$ cat src/rtl/pavf_pkg.sv
// Shared constants, types and helper functions for the position angle pipeline.
`timescale 1ns / 1ps
package pavf_pkg;

  localparam int COMPONENT_WIDTH_DEF     = 32;
  localparam int ANGLE_FRACTION_BITS_DEF = 29;

  // normalized magnitude width, signed component width, output width
  localparam int MAG_W     = 31;
  localparam int COMP_W    = 32;
  localparam int BEARING_W = 32;
  localparam int LEN_W     = 32;
  localparam int NUM_W     = 62;
  localparam int REM_W     = 33;
  localparam int LANES     = 3;
  localparam int SQRT_CELLS = 32;
  localparam int DIV_CELLS  = 31;
  localparam int Z_W        = 66;

  localparam logic signed [63:0] PI_Q61         = 64'sh6487ED5110B4611A;
  localparam logic signed [63:0] QUARTER_PI_Q61 = 64'sh1921FB54442D1847;

  // one CORDIC vectoring cell's payload
  typedef struct packed {
    logic              zero;
    logic signed [63:0] x;
    logic signed [63:0] y;
    logic signed [Z_W-1:0] z;
  } cordic_t;

  // count leading zeros of a 64-bit word in six halving steps
  function automatic logic [5:0] lzc64(input logic [63:0] v_in);
    logic [63:0] v;
    logic [5:0]  n;
    v = v_in;
    n = '0;
    if (v[63:32] == '0) begin n[5] = 1'b1; v = v << 32; end
    if (v[63:48] == '0) begin n[4] = 1'b1; v = v << 16; end
    if (v[63:56] == '0) begin n[3] = 1'b1; v = v << 8; end
    if (v[63:60] == '0) begin n[2] = 1'b1; v = v << 4; end
    if (v[63:62] == '0) begin n[1] = 1'b1; v = v << 2; end
    if (v[63] == 1'b0) begin n[0] = 1'b1; end
    return n;
  endfunction

  // arctangent of 2^-i in Q61 from its power series, evaluated at elaboration
  function automatic logic signed [63:0] atan_q61(input int i);
    logic signed [63:0] acc;
    logic [63:0]        term;
    int                 e;
    acc = '0;
    if (i == 0) begin
      return QUARTER_PI_Q61;
    end
    for (int k = 0; k < 32; k++) begin
      if ((2 * k + 1) * i <= 62) begin
        e    = 62 - (2 * k + 1) * i;
        term = (64'd1 << e) / 64'(2 * k + 1);
        if (k % 2 == 1) acc = acc - $signed(term);
        else acc = acc + $signed(term);
      end
    end
    return (acc + 64'sd1) >>> 1;
  endfunction

endpackage

$ cat src/rtl/pavf_cordic_cell.sv
// One vectoring rotation of the pipelined CORDIC arctangent.
`timescale 1ns / 1ps
module pavf_cordic_cell
  import pavf_pkg::*;
#(
  parameter int STEP = 0
) (
  input  logic    clk_i,
  input  logic    rst_ni,
  input  logic    en_i,
  input  logic    valid_i,
  input  cordic_t data_i,
  output logic    valid_o,
  output cordic_t data_o
);

  localparam logic signed [63:0]  ATAN   = atan_q61(STEP);
  localparam logic signed [Z_W-1:0] ATAN_Z = Z_W'(ATAN);

  logic signed [63:0] dx, dy;
  cordic_t data_d;
  cordic_t data_q;
  logic    valid_q;

  // rotate toward the positive x axis
  always_comb begin
    dx = data_i.y >>> STEP;
    dy = data_i.x >>> STEP;
    data_d      = data_i;
    if (data_i.y >= 0) begin
      data_d.x = data_i.x + dx;
      data_d.y = data_i.y - dy;
      data_d.z = data_i.z + ATAN_Z;
    end else begin
      data_d.x = data_i.x - dx;
      data_d.y = data_i.y + dy;
      data_d.z = data_i.z - ATAN_Z;
    end
  end

  always_ff @(posedge clk_i or negedge rst_ni) begin
    if (!rst_ni) begin
      valid_q <= 1'b0;
    end else if (en_i) begin
      valid_q <= valid_i;
    end
  end

  always_ff @(posedge clk_i) begin
    if (en_i) begin
      data_q <= data_d;
    end
  end

  assign valid_o = valid_q;
  assign data_o  = data_q;

endmodule

$ cat config.mk
export PLATFORM = sky130hd
export DESIGN_NAME = pavf_cordic_cell
export DESIGN_NICKNAME = d
export VERILOG_FILES = /design/src/rtl/pavf_pkg.sv /design/src/rtl/pavf_cordic_cell.sv
export SDC_FILE = /design/constraint.sdc
export NUM_CORES = 1
export LEC_CHECK = 0
export BUFFER_PORTS_ARGS = -buffer_cell sky130_fd_sc_hd__clkbuf_2
export CAP_MARGIN = 25
export CORE_AREA = 5 5 218 220
export DETAILED_ROUTE_END_ITERATION = 12
export DIE_AREA = 0 0 223 225
export GPL_ROUTABILITY_DRIVEN = 0
export PLACE_DENSITY = 0.75
export SYNTH_ARGS = -nofsm -noshare
export SYNTH_HDL_FRONTEND = slang
export SYNTH_SLANG_ARGS = --single-unit
$ cat constraint.sdc
create_clock -name clk_i -period 0.8 [get_ports clk_i]
set_input_delay 0.08 -clock clk_i [delete_from_list [all_inputs] [get_ports clk_i]]
set_output_delay 0.08 -clock clk_i [all_outputs]
set_load 0.02 [all_outputs]
==> out/results.ini, run 1 <==
[place]
dp_hpwl_microns = 77700
dp_cells = 4600
io_buffer_count = 394

[run_status]
error_line = [ERROR GRT-0232] Routing congestion too high. Check the congestion heatmap in the GUI.
status = aborted with a tool error
haltStage = global routing (5_1_grt)

[synthesis]
synth-edff-count = 194
yosysWarnings = 0
yosysMostFrequentCell = a21oi_1
synth_flop_cell = edfxtp_1
synth_area_sq_um = 22300
synthTopCellsByCount = a21oi_1 (358), nor2_1 (223), inv_1 (216)
synth_area_leader_cell = edfxtp_1
ys_seq_area_frac = 0.262
synth_area_per_cell_sq_um = 8.03
synthArstFlopShare = 0.00513
synth.distinct_cells = 94
synthTopCellsByArea = edfxtp_1 (26%), ha_1 (12%), a21oi_1 (8.0%), xnor2_1 (6.9%), o21ai_0 (4.8%)
syn-num-nets = 3193
synth_top_area_share = 0.261
syn-instance-count = 2776
synth-seq-cells = 195

[die]
die_h_microns = 225
io_pins = 395
rows = 78
start_util = 0.494
dieWidth_microns = 223

[sta]
worstEndpointGrtRepair = data_o[63]$_DFFE_PP_/D
endpoint_type = register data pin

[clock_tree]
htreeDepth = 4
cts_buffers = 17
clockBufferDepth = 2
numClockSinks = 195
cts_root_buf = clkbuf_16

[grt]
gr-total-overflow = 8
grt_usage = 0.587
grt_max_degree = 68

[what timing repair did]
action,in CTS
hold endpoints to repair,10
setup endpoints to repair,386
hold buffers,10
setup buffers,85
resized for setup,407
pin swaps,198
[cells by family after synthesis]
family	Yosys count	synth area share
multiplexers	40	0.0180
AO/OA/AOI/OAI	1013	0.288
flip-flops	195	0.262
buffers and inverters	390	0.0683
AND/OR/NAND/NOR	701	0.153
XOR/XNOR	215	0.0845
adder cells (fa/ha/maj)	222	0.125
[layer usage]
metal  GRT usage  overflow
met2       0.822         4
met5      0.0655         0
met1       0.578         0
met4       0.554         4
met3       0.383         0
[metrics by stage]
step / setup slack (ps) / cell area (sq um) / TNS (ps)
floorplan: -3420 / 24000 / -337890
global placement: -2550 / 33000 / -379080
detailed placement: -2670 / 33000 / -394990
CTS: -1890 / 36300 / -327080
==> run 2, diff against run 1 <==
CORE_AREA = 5 5 259 261   (was 5 5 218 220)
DIE_AREA = 0 0 264 266   (was 0 0 223 225)
PLACE_DENSITY = not set   (was 0.75)
PLACE_DENSITY_LB_ADDON = 0.15   (was not set)
clock period = 1 ns   (was 0.8 ns; I/O delays follow)
==> out/results.ini, run 2 <==
[run_status]
status = finished with violations
violations = negative setup slack

[synthesis]
syn-num-nets = 3193  ; unchanged
synth-edff-count = 194  ; unchanged
yosysWarnings = 0  ; unchanged
yosysMostFrequentCell = a21oi_1
synthTopCellsByArea = edfxtp_1 (26%), ha_1 (12%), a21oi_1 (8.0%), xnor2_1 (6.9%), o21ai_0 (4.8%)
synth_area_leader_cell = edfxtp_1
synthArstFlopShare = 0.00513  ; unchanged
ys_seq_area_frac = 0.262  ; unchanged
synth_flop_cell = edfxtp_1
synthTopCellsByCount = a21oi_1 (358), nor2_1 (223), inv_1 (216)
syn-instance-count = 2776  ; unchanged
synth_area_per_cell_sq_um = 8.03  ; unchanged
synth_top_area_share = 0.261  ; unchanged
synth.distinct_cells = 94  ; unchanged
synth-seq-cells = 195  ; unchanged
synth_area_sq_um = 22300  ; unchanged

[drt]
drt_wl_total_microns = 102000
wire_per_inst_microns = 20.2
met3_length_microns = 7690
drt_pass1_iterations = 6
vias_per_cell = 5.43
drtIter0Drc = 2313
detail-route-antenna-nets = 0
met1Wirelength_microns = 40600
drc = 0
highest_layer = met5
route.met2.wl_microns = 49700
via_count = 27444

[grt]
antenna_found_initial = 4
grt_pass1_vias = 27568
gr-total-overflow = 0
grt_usage = 0.271
grt_max_degree = 58
grt_pass1_wl_microns = 153000

[clock_tree]
numClockSinks = 195  ; unchanged
clkLatencyLatePin_ps = 500
clockBufferDepth = 2  ; unchanged
htreeDepth = 4  ; unchanged
clk_pin_slew_ps = 80
cts_root_buf = clkbuf_16
tritoncts = built
cts_buffers = 17  ; unchanged

[cells_and_area]
drive_above_1_share = 0.499
final_cell_mix = buf_4 (1053), clkbuf_2 (375), a21oi_1 (263), nor2_1 (202), edfxtp_1 (194)
area_growth_pct = 70.8
nets = 4601
fillCellCount = 5658
layout_commonest_cell = buf_4
finalCoreUtilization = 0.593
largest_register_ffs = 194

[power]
ir_drop_uv = 1420
p_clk_frac = 0.170
p_sw_w = 0.0173
power.share.switching = 0.406
p_per_area_nw_per_um2 = 1120
power_leakage_nw = 17.3
power_w = 0.0427
p_comb_frac = 0.563
power_frac_seq = 0.267
power.internal_w = 0.0254

[critical_path]
endpoint = data_o[122]
worst-path-buf-inv = 4
worst_ep_arrival_time_ps = 3050
cp_slowest_cell = fa_2
timing.rr.start = valid_o
slowest_delay_ps = 360
crit_family = compound AO/OA/AOI/OAI gates
crit_fanout = 2
cp_cell_sequence = buf_8 -> clkinvlp_4 -> buf_4 -> buf_6 -> fa_2 -> o21bai_4 -> a21oi_4 -> o31ai_4 -> o311ai_4 -> a21boi_2 -> o21a_1 -> a31o_4 -> a21oi_4 -> o41a_1 -> a2bb2oi_1 -> xnor2_1
r2r_cells = 1
cp-start-kind = input pin
reg2reg_to = valid_o
cp_num_cells = 16
required_ps = 1250
crit_top_cell = a21oi_4
startpoint = data_i[67]
end_kind = flip-flop
reg2reg_slack_ps = 260
critical_path_class = in -> reg

[die]
core_area_sq_um = 64200
rows = 93  ; +19%
io_pins = 395  ; unchanged
die_area_sq_um = 70200
die_h_microns = 266  ; +18%
start_util = 0.347  ; -0.147
dieWidth_microns = 264  ; +18%

[sta]
setup_viol = 383
rsz0062_at_grt = true
finalMaxSlewViolations = 0
slew_headroom = 0.408
finalCritPeriodShare = 2.79
fin_crit_ps = 2790
fin_ws_ps = -1790
finalHoldViolations = 0
skew_ps = 0
fin_hold_ws_ps = 28.9
max_freq_ghz = 0.358
tightest_slew_ps = 878

[min_path]
hold_class = in -> reg

[job]
drv_cap = 0

[place]
io_buffer_count = 394  ; unchanged
place_ws_ps = -2490  ; +183 ps
dp_hpwl_microns = 80900  ; +4.2%

[run 2: cell families after synthesis]
| family | Yosys count | synth area share |
|---|---|---|
| AOI/OAI and AO/OA | 1013 | 0.288 |
| and+or+nand+nor | 701 | 0.153 |
| buffers and inverters | 390 | 0.0683 |
| adders and majority gates | 222 | 0.125 |
| xor gates and xnor gates | 215 | 0.0845 |
| DFF | 195 | 0.262 |
| muxes | 40 | 0.0180 |
[run 2: worst min-delay path by stage]
stage | start | end | slack [ps] | depth (start not counted)
after CTS | en_i | data_o[167] | 10 | 2
final | en_i | data_o[167] | 30 | 2
after global routing | en_i | data_o[101] | 30 | 2
after global placement | rst_ni | valid_o | -130 | 1
after floorplan | rst_ni | valid_o | -200 | 0
after detailed placement | rst_ni | valid_o | -120 | 1
[run 2: layer usage]
| layer | GRT usage | vias up |
|---|---|---|
| li1 | - | 12884 |
| met1 | 0.335 | 13107 |
| met2 | 0.473 | 1229 |
| met3 | 0.0523 | 220 |
| met4 | 0.100 | 4 |
| met5 | 0 | - |
[run 2: power by group through the flow]
stage	Sequential, W	Combinational, W	Clock [W]
after global routing	0.0115	0.0254	0.00776
after global placement	0.0115	0.0206	0
after detailed placement	0.0116	0.0208	0
final	0.0114	0.0240	0.00724
after floorplan	0.0132	0.00918	0
after CTS	0.0114	0.0225	0.00744
[run 2: stage by stage]
stage,cell area (sq um),TNS [ps],instances
final,38100,-268890,5054
after global routing,38100,-288130,5052
after CTS,36600,-271410,5006
after detailed placement,33900,-353950,4914
after global placement,33900,-349300,4914
after floorplan,24000,-303490,2776
[run 2: cell type report]
type	count	area [sq um]	share of cell area
timing repair buffer	1553	11500	0.303
multi-input combinational	2191	18100	0.476
clock buffer	17	425	0.0112
clock inverter	15	148	0.00388
inverter	226	915	0.0240
antenna	2	5.00	0.000131
tap	855	1070	0.0281
sequential	195	5850	0.154
[run 2: repair_timing]
action / 4_1_cts / 5_1_grt
endpoints found under the hold margin: 5 / 0
hold buffers: 6 / 0
buffers inserted: 59 / 61
gates cloned: 3 / 0
setup endpoints to repair: 379 / 384
resized for setup: 307 / 255
pin swaps: 145 / 150
Power figures use the tool's default switching activity.
