## src/rtl/pavf_pkg.sv

```systemverilog
// Shared constants, types and helper functions for the position angle pipeline.
`timescale 1ns / 1ps
package pavf_pkg;

  localparam int COMPONENT_WIDTH_DEF     = 32;
  localparam int ANGLE_FRACTION_BITS_DEF = 29;

  // normalized magnitude width, signed component width, output width
  localparam int MAG_W     = 31;
  localparam int COMP_W    = 32;
  localparam int BEARING_W = 32;
  localparam int LEN_W     = 32;
  localparam int NUM_W     = 62;
  localparam int REM_W     = 33;
  localparam int LANES     = 3;
  localparam int SQRT_CELLS = 32;
  localparam int DIV_CELLS  = 31;
  localparam int Z_W        = 66;

  localparam logic signed [63:0] PI_Q61         = 64'sh6487ED5110B4611A;
  localparam logic signed [63:0] QUARTER_PI_Q61 = 64'sh1921FB54442D1847;

  // one CORDIC vectoring cell's payload
  typedef struct packed {
    logic              zero;
    logic signed [63:0] x;
    logic signed [63:0] y;
    logic signed [Z_W-1:0] z;
  } cordic_t;

  // count leading zeros of a 64-bit word in six halving steps
  function automatic logic [5:0] lzc64(input logic [63:0] v_in);
    logic [63:0] v;
    logic [5:0]  n;
    v = v_in;
    n = '0;
    if (v[63:32] == '0) begin n[5] = 1'b1; v = v << 32; end
    if (v[63:48] == '0) begin n[4] = 1'b1; v = v << 16; end
    if (v[63:56] == '0) begin n[3] = 1'b1; v = v << 8; end
    if (v[63:60] == '0) begin n[2] = 1'b1; v = v << 4; end
    if (v[63:62] == '0) begin n[1] = 1'b1; v = v << 2; end
    if (v[63] == 1'b0) begin n[0] = 1'b1; end
    return n;
  endfunction

  // arctangent of 2^-i in Q61 from its power series, evaluated at elaboration
  function automatic logic signed [63:0] atan_q61(input int i);
    logic signed [63:0] acc;
    logic [63:0]        term;
    int                 e;
    acc = '0;
    if (i == 0) begin
      return QUARTER_PI_Q61;
    end
    for (int k = 0; k < 32; k++) begin
      if ((2 * k + 1) * i <= 62) begin
        e    = 62 - (2 * k + 1) * i;
        term = (64'd1 << e) / 64'(2 * k + 1);
        if (k % 2 == 1) acc = acc - $signed(term);
        else acc = acc + $signed(term);
      end
    end
    return (acc + 64'sd1) >>> 1;
  endfunction

endpackage

```

## src/rtl/pavf_sqrt_cell.sv

```systemverilog
// One bit-pair step of the pipelined integer square root.
`timescale 1ns / 1ps
module pavf_sqrt_cell
  import pavf_pkg::*;
#(
  parameter int STEP = 0,
  parameter int SW   = 1
) (
  input  logic          clk_i,
  input  logic          rst_ni,
  input  logic          en_i,
  input  logic          valid_i,
  input  logic [63:0]   n_i,
  input  logic [63:0]   res_i,
  input  logic [SW-1:0] side_i,
  output logic          valid_o,
  output logic [63:0]   n_o,
  output logic [63:0]   res_o,
  output logic [SW-1:0] side_o
);

  localparam logic [63:0] BIT = 64'd1 << (62 - 2 * STEP);

  logic [63:0] trial;
  logic [63:0] n_d, res_d;
  logic        valid_q;
  logic [63:0] n_q, res_q;
  logic [SW-1:0] side_q;

  // try to subtract the next odd term
  always_comb begin
    trial = res_i + BIT;
    if (n_i >= trial) begin
      n_d   = n_i - trial;
      res_d = (res_i >> 1) + BIT;
    end else begin
      n_d   = n_i;
      res_d = res_i >> 1;
    end
  end

  always_ff @(posedge clk_i or negedge rst_ni) begin
    if (!rst_ni) begin
      valid_q <= 1'b0;
    end else if (en_i) begin
      valid_q <= valid_i;
    end
  end

  always_ff @(posedge clk_i) begin
    if (en_i) begin
      n_q    <= n_d;
      res_q  <= res_d;
      side_q <= side_i;
    end
  end

  assign valid_o = valid_q;
  assign n_o     = n_q;
  assign res_o   = res_q;
  assign side_o  = side_q;

endmodule

```

## config.mk

```make
export PLATFORM = sky130hd
export DESIGN_NAME = pavf_sqrt_cell
export DESIGN_NICKNAME = d
export VERILOG_FILES = /design/src/rtl/pavf_pkg.sv /design/src/rtl/pavf_sqrt_cell.sv
export SDC_FILE = /design/constraint.sdc
export NUM_CORES = 1
export LEC_CHECK = 0
export BUFFER_PORTS_ARGS = -buffer_cell sky130_fd_sc_hd__clkbuf_2
export CAP_MARGIN = 20
export CORE_UTILIZATION = 53
export CTS_CLUSTER_DIAMETER = 200
export CTS_CLUSTER_SIZE = 12
export DETAILED_ROUTE_END_ITERATION = 10
export PLACE_DENSITY = 0.81
export SYNTH_ARGS = -nofsm -noshare
export SYNTH_HDL_FRONTEND = slang
export SYNTH_SLANG_ARGS = --single-unit
```

## constraint.sdc

```tcl
create_clock -name clk_i -period 0.9 [get_ports clk_i]
set_input_delay 0.045 -clock clk_i [delete_from_list [all_inputs] [get_ports clk_i]]
set_output_delay 0.045 -clock clk_i [all_outputs]
set_load 0.05 [all_outputs]
```

==> flow_summary.toml, run 1 <==
[cts]
cts_buffers = 17
clock_sinks = 130
cts_buffer_depth = 2
cts_resized = 406
cts_root_buffer = "clkbuf_16"
cts_setup_buffers = 31
htreeDepth = 4
cts_hold_buf = 113

[placed_design]
placed_area_um2 = 13080
dpl.cell_count = 1659
post-dp-hpwl_um = 22800
numPortBuffers = 262
place_congestion = 0.9261
dpl_worst_slack_ns = -2.405

[die]
die_y_um = 133.4
rows = 47
io_pins = 263
start_util_pct = 54.75
die_w_um = 133.4

[synthesis]
yosysTopAreaCell = "edfxtp_1"
syn_area_um2 = 9144
ys_seq_area_share_pct = 42.64
yosysTopAreaCellShare_pct = 42.36
ys_ff_latch = 130
syn_nets = 1120
ys_async_sr_fraction_pct = 0.7692
syn_area_per_cell_um2 = 9.917
synthFlopType = "edfxtp_1"
ys_warn_count = 0
synth_cells = 922
synth-edff-count = 129
ys_types = 68
synthTopCellsByArea = "edfxtp_1, ha_1, a21oi_1, mux2_1, xnor2_1"

[run_status]
stop_error = "[ERROR DPL-0038] Utilization greater than 100%, impossible to legalize"
run_status = "aborted with a tool error"
lastStage = "clock tree synthesis (4_1_cts)"
[cell usage after synthesis, types with 3 or more instances]
cell	n
a211oi_1	6
a21boi_0	5
a21o_1	41
a21oi_1	101
a221oi_2	3
a31oi_1	5
and2_1	4
and3_1	4
and4_1	6
and4b_1	3
buf_2	4
buf_4	3
buf_6	4
clkbuf_1	25
edfxtp_1	129
ha_1	64
inv_1	87
mux2_1	33
mux2_2	19
nand2_1	69
nand2b_1	6
nand3_1	10
nand4_1	21
nor2_1	60
nor2b_1	7
nor3_1	16
nor4_1	3
o2111ai_1	5
o211ai_1	8
o21a_1	4
o21ai_0	42
o21ai_1	9
o21bai_1	17
or2_2	3
xnor2_1	39
xor2_1	17
[logic make-up after synthesis]
logic type,count (synthesis),synth area share [%]
AOI/OAI and AO/OA,272,19.06
and+or+nand+nor,223,11.89
DFF,130,42.64
buffers and inverters,123,5.555
adders and majority gates,65,8.976
xor gates and xnor gates,56,5.364
muxes,53,6.514
[through the flow]
stage / hold WS, ns / TNS (ns)
after detailed placement: -0.1767 / -136.30
after global placement: -0.1793 / -131.30
after floorplan: -0.2506 / -109.22
==> run 2, diff against run 1 <==
--- a/config.mk
+++ b/config.mk
@@ -7,11 +7,9 @@
 export LEC_CHECK = 0
 export BUFFER_PORTS_ARGS = -buffer_cell sky130_fd_sc_hd__clkbuf_2
 export CAP_MARGIN = 20
-export CORE_UTILIZATION = 53
-export CTS_CLUSTER_DIAMETER = 200
-export CTS_CLUSTER_SIZE = 12
+export CORE_UTILIZATION = 40
 export DETAILED_ROUTE_END_ITERATION = 10
-export PLACE_DENSITY = 0.81
+export PLACE_DENSITY_LB_ADDON = 0.15
 export SYNTH_ARGS = -nofsm -noshare
 export SYNTH_HDL_FRONTEND = slang
 export SYNTH_SLANG_ARGS = --single-unit
==> run 2 against run 1 <==
Compared with the run above:
- the flow now finishes, with violations (setup timing)
- synthesized cell count unchanged
- synthesized area is the same
==> flow_summary.toml, run 2 <==
[pwr]
total_power_mw = 27.97
ir_drop_v = 0.001268
leakage_nw = 8.054
power_density_nw_per_um2 = 1597

[hold_path]
hold_path.startpoint = "n_i[23]"
min_path_type = "in -> reg"

[global_route]
grt_pass1_vias = 10261
grt_max_degree = 32
grt.met3_usage_pct = 6.096
antenna_found_initial = 0
grt_pass1_wl_um = 52670
grtUsageMet2_pct = 50.01
grt_busiest_layer = "met2"
grt-ovfl-total = 0
grt_use_total_pct = 28.70
use_met1_pct = 34.96

[drt]
ant_nets = 0
routed_wl_um = 34800
vias = 9979
drt-initial-drc-count = 545
route.detailed.drc = 0
dr.pass1.iters = 5
viasPerCell = 5.203
routedWlPerCell_um = 18.15

[die]
io_pins = 263
die_y_um = 153.2
rows = 54
die_w_um = 153.2
coreArea_um2 = 22090
dieArea_um2 = 23470
start_util_pct = 41.39

[synthesis]
synth_common_cells = "edfxtp_1, a21oi_1, inv_1, nand2_1, ha_1"
synthFlopType = "edfxtp_1"
ys_types = 68
syn_area_um2 = 9144
synthTopCellsByArea = "edfxtp_1, ha_1, a21oi_1, mux2_1, xnor2_1"
synth-edff-count = 129
synth_fa_ha_area_share_pct = 8.976
syn_nets = 1120
ys_ff_latch = 130
synthMuxAreaShare_pct = 6.513
yosysTopAreaCellShare_pct = 42.36
ys_async_sr_fraction_pct = 0.7692
synth_top_family_by_area = "compound AO/OA/AOI/OAI gates"
ys_seq_area_share_pct = 42.64
yosysTopAreaCell = "edfxtp_1"
synth-xor-area-share_pct = 5.364
synth_compound_area_share_pct = 19.06
synthSimpleGateAreaFrac_pct = 11.89
synth_cells = 922
yosysMostFrequentCell = "edfxtp_1"
syn_area_per_cell_um2 = 9.917
ys_warn_count = 0

[cts]
clock_sinks = 130
htreeDepth = 4
clk_latency_ns = 0.43
cts_buffers = 17
tritoncts = "yes"
cts_root_buffer = "clkbuf_16"
cts_buffer_depth = 2
path_clk_slew_ns = 0.06

[worst_setup_path]
cp_slowest_cell = "fa_2"
crit_path_start = "n_i[0]"
reg2reg_from = "valid_o"
cp_slowest_stage_delay_ns = 0.35
crit_type = "in -> reg"
cp-start-kind = "primary input"
worstSetupEndpointType = "flip-flop"
required_ns = 1.08
cp_cell_sequence = "clkbuf_16, inv_8, ha_4, fa_2, nand2b_4, a21oi_4, o21ai_4, o21ba_4, a31oi_4, o211ai_1, a31oi_4, buf_6, buf_12, buf_12, mux2_4"
arrival_ns = 2.71
crit_path_max_fanout = 8

[sta]
setup_slack_ns = -1.630
setup_viol = 200
clock_skew_ns = 0
hold_violations = 0
slew_viol_final = 0
max_freq_mhz = 395.2
period_needed_ns = 2.530
rsz0062_at_grt = "true"
fin_crit_sh_pct = 281.1
worst_pin_slew_ns = 0.6539
slew_headroom_pct = 56.32
whs_ns = 0.01583
finalSetupTns_ns = -121.79

[layout]
fillCellCount = 1328
final_cell_area_um2 = 17510
regArea_um2 = 3900
fin_nets = 1823
syn_to_final_growth_pct = 91.53
layout_commonest_cell = "buf_4"
drive_gt1_share_pct = 50.12
final_cell_mix = "buf_4, edfxtp_1, clkbuf_2, dlygate4sd3_1, clkbuf_8"
n_antenna_cell = 0
multiInputGateArea_um2 = 5736

[run_status]
run_status = "complete, but fails checks"
violations = "setup timing"

[job]
cap_viol_max_count = 0

[placed_design]
dpl_worst_slack_ns = -2.294
post-dp-hpwl_um = 22010
place_congestion = 0.8980
placed_area_um2 = 13240
numPortBuffers = 262
-- run 2: layer usage --
layer / wire (um) / share of wire [%]
met2: 17410 / 50
met1: 14750 / 42
met3: 1675 / 4.8
met4: 970 / 2.8
met5: 0 / 0
-- run 2: cell families (layout without fill, tap and decap cells) --
family                   Yosys count  count (layout)
AO/OA/AOI/OAI                    272             272
XOR/XNOR                          56              56
adder cells (fa/ha/maj)           65              65
buffers and inverters            123             839
flip-flops                       130             130
multiplexers                      53              53
AND/OR/NAND/NOR                  223             223
-- run 2: timing repair --
action,in CTS,in global routing
endpoints found under the setup margin,196,200
cloned,5,0
hold buffers,112,2
endpoints found under the hold margin,115,5
resized for setup,374,143
pin swaps,29,43
buffers inserted,28,14
-- run 2: worst paths after layout --
path | end | slack [ns] | cells past startpoint
max in group asynchronous | valid_o | 0.34 | 3
hold / removal | n_o[23] | 0.02 | 2
setup / recovery | n_o[41] | -1.63 | 15
min in group asynchronous | valid_o | 0.44 | 3
setup reg to reg | valid_o | 0.12 | 1
hold reg to reg | valid_o | 0.54 | 1
-- run 2: power breakdown --
part | switching [mW] | internal, mW | leakage (nW)
Sequential | 0.378 | 7.57 | 1.27
Clock | 2.97 | 3.83 | 0.264
Combinational | 6.75 | 6.47 | 6.52
-- run 2: area by class of cell --
| class | instances | area share, % |
|---|---|---|
| Inverter | 87 | 1.936 |
| Clock inverter | 14 | 0.7287 |
| Timing Repair Buffer | 720 | 37.87 |
| Sequential cell | 130 | 22.27 |
| Multi-Input combinational cell | 669 | 32.75 |
| Clock buffer | 18 | 2.451 |
| Tap cell | 280 | 2.000 |
-- run 2: critical path, delay by kind of cell --
kind / cells / cell delay, ns
buffers and inverters: 5 / 0.58
AND/OR/NAND/NOR: 1 / 0.17
multiplexers: 1 / 0.31
adder cells (fa/ha/maj): 2 / 0.50
AO/OA/AOI/OAI: 6 / 1.08
-- run 2: per-stage QoR --
step	cells	util [%]
after floorplan	922	-
after global placement	1730	59.92
after detailed placement	1730	59.92
after CTS	1906	76.53
after global routing	1918	79.27
final	1918	79.27
(Power assumes the default switching activity.)
