## src/rtl/pavf_pkg.sv

```systemverilog
// Shared constants, types and helper functions for the position angle pipeline.
`timescale 1ns / 1ps
package pavf_pkg;

  localparam int COMPONENT_WIDTH_DEF     = 32;
  localparam int ANGLE_FRACTION_BITS_DEF = 29;

  // normalized magnitude width, signed component width, output width
  localparam int MAG_W     = 31;
  localparam int COMP_W    = 32;
  localparam int BEARING_W = 32;
  localparam int LEN_W     = 32;
  localparam int NUM_W     = 62;
  localparam int REM_W     = 33;
  localparam int LANES     = 3;
  localparam int SQRT_CELLS = 32;
  localparam int DIV_CELLS  = 31;
  localparam int Z_W        = 66;

  localparam logic signed [63:0] PI_Q61         = 64'sh6487ED5110B4611A;
  localparam logic signed [63:0] QUARTER_PI_Q61 = 64'sh1921FB54442D1847;

  // one CORDIC vectoring cell's payload
  typedef struct packed {
    logic              zero;
    logic signed [63:0] x;
    logic signed [63:0] y;
    logic signed [Z_W-1:0] z;
  } cordic_t;

  // count leading zeros of a 64-bit word in six halving steps
  function automatic logic [5:0] lzc64(input logic [63:0] v_in);
    logic [63:0] v;
    logic [5:0]  n;
    v = v_in;
    n = '0;
    if (v[63:32] == '0) begin n[5] = 1'b1; v = v << 32; end
    if (v[63:48] == '0) begin n[4] = 1'b1; v = v << 16; end
    if (v[63:56] == '0) begin n[3] = 1'b1; v = v << 8; end
    if (v[63:60] == '0) begin n[2] = 1'b1; v = v << 4; end
    if (v[63:62] == '0) begin n[1] = 1'b1; v = v << 2; end
    if (v[63] == 1'b0) begin n[0] = 1'b1; end
    return n;
  endfunction

  // arctangent of 2^-i in Q61 from its power series, evaluated at elaboration
  function automatic logic signed [63:0] atan_q61(input int i);
    logic signed [63:0] acc;
    logic [63:0]        term;
    int                 e;
    acc = '0;
    if (i == 0) begin
      return QUARTER_PI_Q61;
    end
    for (int k = 0; k < 32; k++) begin
      if ((2 * k + 1) * i <= 62) begin
        e    = 62 - (2 * k + 1) * i;
        term = (64'd1 << e) / 64'(2 * k + 1);
        if (k % 2 == 1) acc = acc - $signed(term);
        else acc = acc + $signed(term);
      end
    end
    return (acc + 64'sd1) >>> 1;
  endfunction

endpackage

```

## src/rtl/pavf_div_cell.sv

```systemverilog
// One quotient bit of the pipelined restoring divider, three lanes wide.
`timescale 1ns / 1ps
module pavf_div_cell
  import pavf_pkg::*;
#(
  parameter int STEP = 0,
  parameter int SW   = 1
) (
  input  logic                         clk_i,
  input  logic                         rst_ni,
  input  logic                         en_i,
  input  logic                         valid_i,
  input  logic [LEN_W-1:0]             len_i,
  input  logic [LANES-1:0][NUM_W-1:0]  num_i,
  input  logic [LANES-1:0][REM_W-1:0]  rem_i,
  input  logic [LANES-1:0][MAG_W-1:0]  quo_i,
  input  logic [SW-1:0]                side_i,
  output logic                         valid_o,
  output logic [LEN_W-1:0]             len_o,
  output logic [LANES-1:0][NUM_W-1:0]  num_o,
  output logic [LANES-1:0][REM_W-1:0]  rem_o,
  output logic [LANES-1:0][MAG_W-1:0]  quo_o,
  output logic [SW-1:0]                side_o
);

  localparam int NBIT = MAG_W - 1 - STEP;

  logic [LANES-1:0][REM_W-1:0] shifted;
  logic [LANES-1:0][REM_W-1:0] rem_d;
  logic [LANES-1:0][MAG_W-1:0] quo_d;
  logic                        valid_q;
  logic [LEN_W-1:0]            len_q;
  logic [LANES-1:0][NUM_W-1:0] num_q;
  logic [LANES-1:0][REM_W-1:0] rem_q;
  logic [LANES-1:0][MAG_W-1:0] quo_q;
  logic [SW-1:0]               side_q;

  // bring down the next numerator bit and subtract where it fits
  always_comb begin
    for (int j = 0; j < LANES; j++) begin
      shifted[j] = {rem_i[j][REM_W-2:0], num_i[j][NBIT]};
      if (shifted[j] >= {1'b0, len_i}) begin
        rem_d[j] = shifted[j] - {1'b0, len_i};
        quo_d[j] = {quo_i[j][MAG_W-2:0], 1'b1};
      end else begin
        rem_d[j] = shifted[j];
        quo_d[j] = {quo_i[j][MAG_W-2:0], 1'b0};
      end
    end
  end

  always_ff @(posedge clk_i or negedge rst_ni) begin
    if (!rst_ni) begin
      valid_q <= 1'b0;
    end else if (en_i) begin
      valid_q <= valid_i;
    end
  end

  always_ff @(posedge clk_i) begin
    if (en_i) begin
      len_q  <= len_i;
      num_q  <= num_i;
      rem_q  <= rem_d;
      quo_q  <= quo_d;
      side_q <= side_i;
    end
  end

  assign valid_o = valid_q;
  assign len_o   = len_q;
  assign num_o   = num_q;
  assign rem_o   = rem_q;
  assign quo_o   = quo_q;
  assign side_o  = side_q;

endmodule

```

## config.mk

```make
export PLATFORM = sky130hd
export DESIGN_NAME = pavf_div_cell
export DESIGN_NICKNAME = d
export VERILOG_FILES = /design/src/rtl/pavf_pkg.sv /design/src/rtl/pavf_div_cell.sv
export SDC_FILE = /design/constraint.sdc
export NUM_CORES = 1
export LEC_CHECK = 0
export BUFFER_PORTS_ARGS = -buffer_cell sky130_fd_sc_hd__buf_2
export CAP_MARGIN = 0
export CORE_AREA = 2 2 324 326
export CTS_BUF_LIST = sky130_fd_sc_hd__clkbuf_8
export DETAILED_ROUTE_END_ITERATION = 12
export DIE_AREA = 0 0 326 328
export MAX_ROUTING_LAYER = met4
export PLACE_DENSITY = 0.4
export SYNTH_ARGS = -nofsm -noshare
export SYNTH_HDL_FRONTEND = slang
export SYNTH_SLANG_ARGS = --single-unit
```

## constraint.sdc

```tcl
create_clock -name clk_i -period 1.85 [get_ports clk_i]
set_input_delay 0.2775 -clock clk_i [delete_from_list [all_inputs] [get_ports clk_i]]
set_output_delay 0.2775 -clock clk_i [all_outputs]
set_load 0.01 [all_outputs]
```

Yosys cells after proc, flatten, opt, wreduce, memory -nomap -nowiden
Cells that the tools add are included.
{"block": "op_classes", "add_sub_neg": 3, "order_cmp": 3, "n_mux": 6}
{"cell": "$ge 33x32->1", "count": 3}
{"cell": "$mux 33", "count": 3}
{"cell": "$sub 33x32->33", "count": 3}
{"cell": "$mux 1", "count": 3}
{"block": "word_totals", "register_bits": 412, "out_inout_bits": 412}

Longest topological paths before layout
{"block": "logic_depth", "ltp_word": 2, "mapped_depth": 15}

Worst setup path after synthesis
OpenSTA, ideal clock, no wires.
{"block": "synth_timing", "path_kind": "input -> register", "start": "in len_i[12]", "end": "reg rem_q, in the netlist rem_o[40] (data pin)", "setup_time_ps": 260, "t_arrival_ps": 2695, "setup_slack_ps": -1105, "cell_stages": 15, "n_path_buf": 4, "path_cell_list": "inv_1 > ha_1 > buf_6 > a2111oi_4 > o21ai_1 > o21ai_0 > o21ai_1 > o21bai_2 > nand3_2 > and3_1 > buf_6 > or2_1 > buf_6 > buf_6 > mux2_4"}
{"item": "from (decl)", "line_no": "pavf_div_cell.sv:13", "source": "input logic [LEN_W-1:0] len_i,"}
{"item": "to (signal assigned)", "line_no": "pavf_div_cell.sv:64", "source": "rem_q <= rem_d;"}
{"item": "to (decl)", "line_no": "pavf_div_cell.sv:34", "source": "logic [LANES-1:0][REM_W-1:0] rem_q;"}

==> key figures <==
STA
  • Post-route minimum period: 2420 ps
  • Slew Viols, Final: 0
  • Relative slew slack: 0.706
  • Final hold vios: 0
  • Final period util: 1.31
  • Max Clk Rate: 0.414 GHz
  • RSZ-0062 raised after global routing: true
  • Final setup fails: 102
  • Hold Slack: 109 ps
  • Slew @ Worst Pin: 434 ps
  • Setup ws final: -567 ps
  • Worst clock skew: 0 ps

Drt
  • Vias per cell: 3.97
  • Avg WL per Cell: 20.7 um
  • Routed Antenna Nets: 0
  • DR pass1 iterations: 5
  • Initial DRC count: 800
  • Final wirelength: 93100 um
  • DR DRC count: 0
  • Total number of vias: 17878

Floorplan
  • I/O pins: 827
  • Core Rows: 118
  • Total core area: 103000 um2
  • Chip width: 326 um
  • Initial core utilization: 0.182
  • Die Footprint: 107000 um2
  • Die Ht: 328 um

Setup path
  • Worst Path Required: 2290 ps
  • CP Capture Type: flop
  • Crit path launch type: input port
  • WS Path Type: input port to flop
  • Crit path DAT: 2860 ps
  • Maximum fanout along the worst path: 6

Power and ir drop
  • Power, Total: 28.6 mW
  • Pleak: 15.4 nW
  • Pwr/cell area: 804 nW/um2
  • Worst IR Drop VDD: 0.469 mV

Clock tree
  • Root buffer cell: clkbuf_8
  • CTS Buf Count: 80
  • CTS tree: done
  • CTS sink cnt: 412
  • CTS clk-pin slew, worst paths: 60 ps
  • Clock Latency Late Sink: 690 ps
  • H-tree Lvls: 3
  • Clock buffer depth: 3

Finish
  • Cell Count, Final, Fillers Out: 4503
  • FILL cells: 10374
  • Share of layout cells above drive strength 1: 0.527
  • Net count, final: 3548
  • Reg area: 12400 um2
  • Area of the multi-input gates: 7370 um2
  • Synthesis-to-finish area growth: 89.2%
  • Finished Cell Area: 35600 um2

Logic synthesis
  • Synth cell count leaders: edfxtp_1, a21oi_1, ha_1
  • Total of warnings raised by yosys: 0
  • Mapped Area: 18800 um2
  • Post-synth EDFFs: 411
  • Sequential-to-total area share from yosys stat: 0.658
  • Fraction of synthesis flops using an asynchronous set or reset pin: 0.00243
  • Yosys top cell by area: edfxtp_1
  • Yosys reg bits: 412
  • Most frequent cell after synthesis: edfxtp_1
  • Synth area leaders: edfxtp_1, ha_1, a21oi_1
  • Cells after Synth: 1312
  • Post-Syn Nets: 1826
  • Primary FF master, synth: edfxtp_1
  • Yosys top cell area share: 0.657
  • Syn Area/Cell: 14.3 um2
  • Yosys cell types: 66

Global routing
  • Initial antenna violation count: 35
  • Largest net degree at the start of global routing: 50
  • Vias in the first global route: 19292
  • First-pass GRT wire length: 128000 um
  • Total grt overflow: 0
  • GRT Overall Usage: 0.169

Placed design
  • # placed instances: 3877
  • Number of port buffers: 820
  • Placed standard-cell area: 27800 um2
  • GPL Wtd Cong: 0.874
  • Detailed placement HPWL: 73100 um

Flow run
  • Max-cap violations: 0

Hold path
  • Hold Crit Class: input port to flop

Outcome
  • Failing checks: setup timing
  • Status: finished, violations left
[routing by layer]
metal	up-vias	track usage	share of wire
li1	8537	-	-
met1	8580	0.164	0.35
met2	598	0.309	0.53
met3	163	0.0536	0.067
met4	0	0.0729	0.047
met5	-	-	0
[layout by cell type (no fill, tap or decap), types with 9 or more instances in the layout]
| master | count |
|---|---|
| and3_1 | 10 |
| a21o_1 | 43 |
| nand3_1 | 17 |
| o21a_1 | 9 |
| buf_8 | 16 |
| o21bai_1 | 13 |
| clkinv_1 | 10 |
| clkinvlp_4 | 12 |
| buf_12 | 22 |
| nand4_1 | 17 |
| nand2b_1 | 10 |
| o21ai_0 | 29 |
| buf_4 | 381 |
| nor2_1 | 55 |
| o21ai_2 | 12 |
| mux2_4 | 29 |
| mux2_2 | 35 |
| buf_2 | 805 |
| clkbuf_8 | 82 |
| xnor2_1 | 59 |
| edfxtp_1 | 411 |
| a21oi_2 | 33 |
| a21oi_1 | 78 |
| buf_6 | 26 |
| ha_4 | 35 |
| diode_2 | 25 |
| inv_1 | 79 |
| nor3_1 | 20 |
| dlygate4sd3_1 | 405 |
| nand2_1 | 54 |
| nor2_4 | 17 |
| xor2_1 | 21 |
| ha_1 | 58 |
[kinds of logic after synthesis]
kind of cell / share of synthesized area
XOR/XNOR: 0.0373
buffers and inverters: 0.0222
multiplexers: 0.0459
flip-flops: 0.658
AO/OA/AOI/OAI: 0.103
adder cells (fa/ha/maj): 0.0671
AND/OR/NAND/NOR: 0.0667
[area by class of cell]
cell class | instances | share of cell area
Sequential cell | 412 | 0.348
Timing Repair Buffer | 1663 | 0.341
Multi-Input combinational cell | 809 | 0.207
Tap cell | 1380 | 0.0485
Clock buffer | 82 | 0.0317
Clock inverter | 64 | 0.0125
Inverter | 68 | 0.00992
Antenna cell | 25 | 0.00176
[through the flow]
| step | setup WS, ps | util | TNS, ps |
|---|---|---|---|
| detailed placement | -1570 | 0.270 | -141640 |
| floorplan | -948 | - | -84380 |
| global placement | -1510 | 0.270 | -141480 |
| CTS | -535 | 0.330 | -44680 |
| global route | -590 | 0.345 | -48550 |
| finish | -567 | 0.345 | -46760 |
[worst paths after layout]
check	startpoint	to	slack [ps]	cells past startpoint
worst max-delay path	len_i[9]	rem_o[84]	-570	14
worst min-delay path	rem_i[23]	rem_o[24]	110	5
worst max register to register	valid_o	valid_o	1110	1
worst min register to register	valid_o	valid_o	510	1
max in group asynchronous	rst_ni	valid_o	1330	3
min in group asynchronous	rst_ni	valid_o	420	3
[power by group]
| group | switching, mW | leakage, nW | internal, mW | total, mW |
|---|---|---|---|---|
| Sequential | 0.287 | 4.04 | 11.4 | 11.7 |
| Combinational | 3.79 | 10.4 | 3.97 | 7.76 |
| Clock | 4.30 | 0.912 | 4.88 | 9.18 |
[what timing repair did]
item,CTS,global route
buffers inserted,16,29
endpoints found under the setup margin,102,102
cloned,1,7
resized for setup,88,243
hold buffers,405,0
endpoints found under the hold margin,419,0
pin swaps,19,50
[worst max-delay path, stage by stage]
cell	delay, ps
buf_4	110
clkinvlp_4	160
buf_6	170
ha_4	260
nand4_1	150
or2_4	280
nor4b_2	260
buf_4	190
nand2_1	70
o21ai_2	160
nor2_1	70
and2_4	220
clkbuf_16	180
mux2_2	270
[registers in the layout (all words and copies together) (netlist names)]
register and cells:
num_o 186, len_o 32, quo_o 93, rem_o 99
side_o 1, valid_o 1
Note: power is estimated with default switching activity, not from simulation.
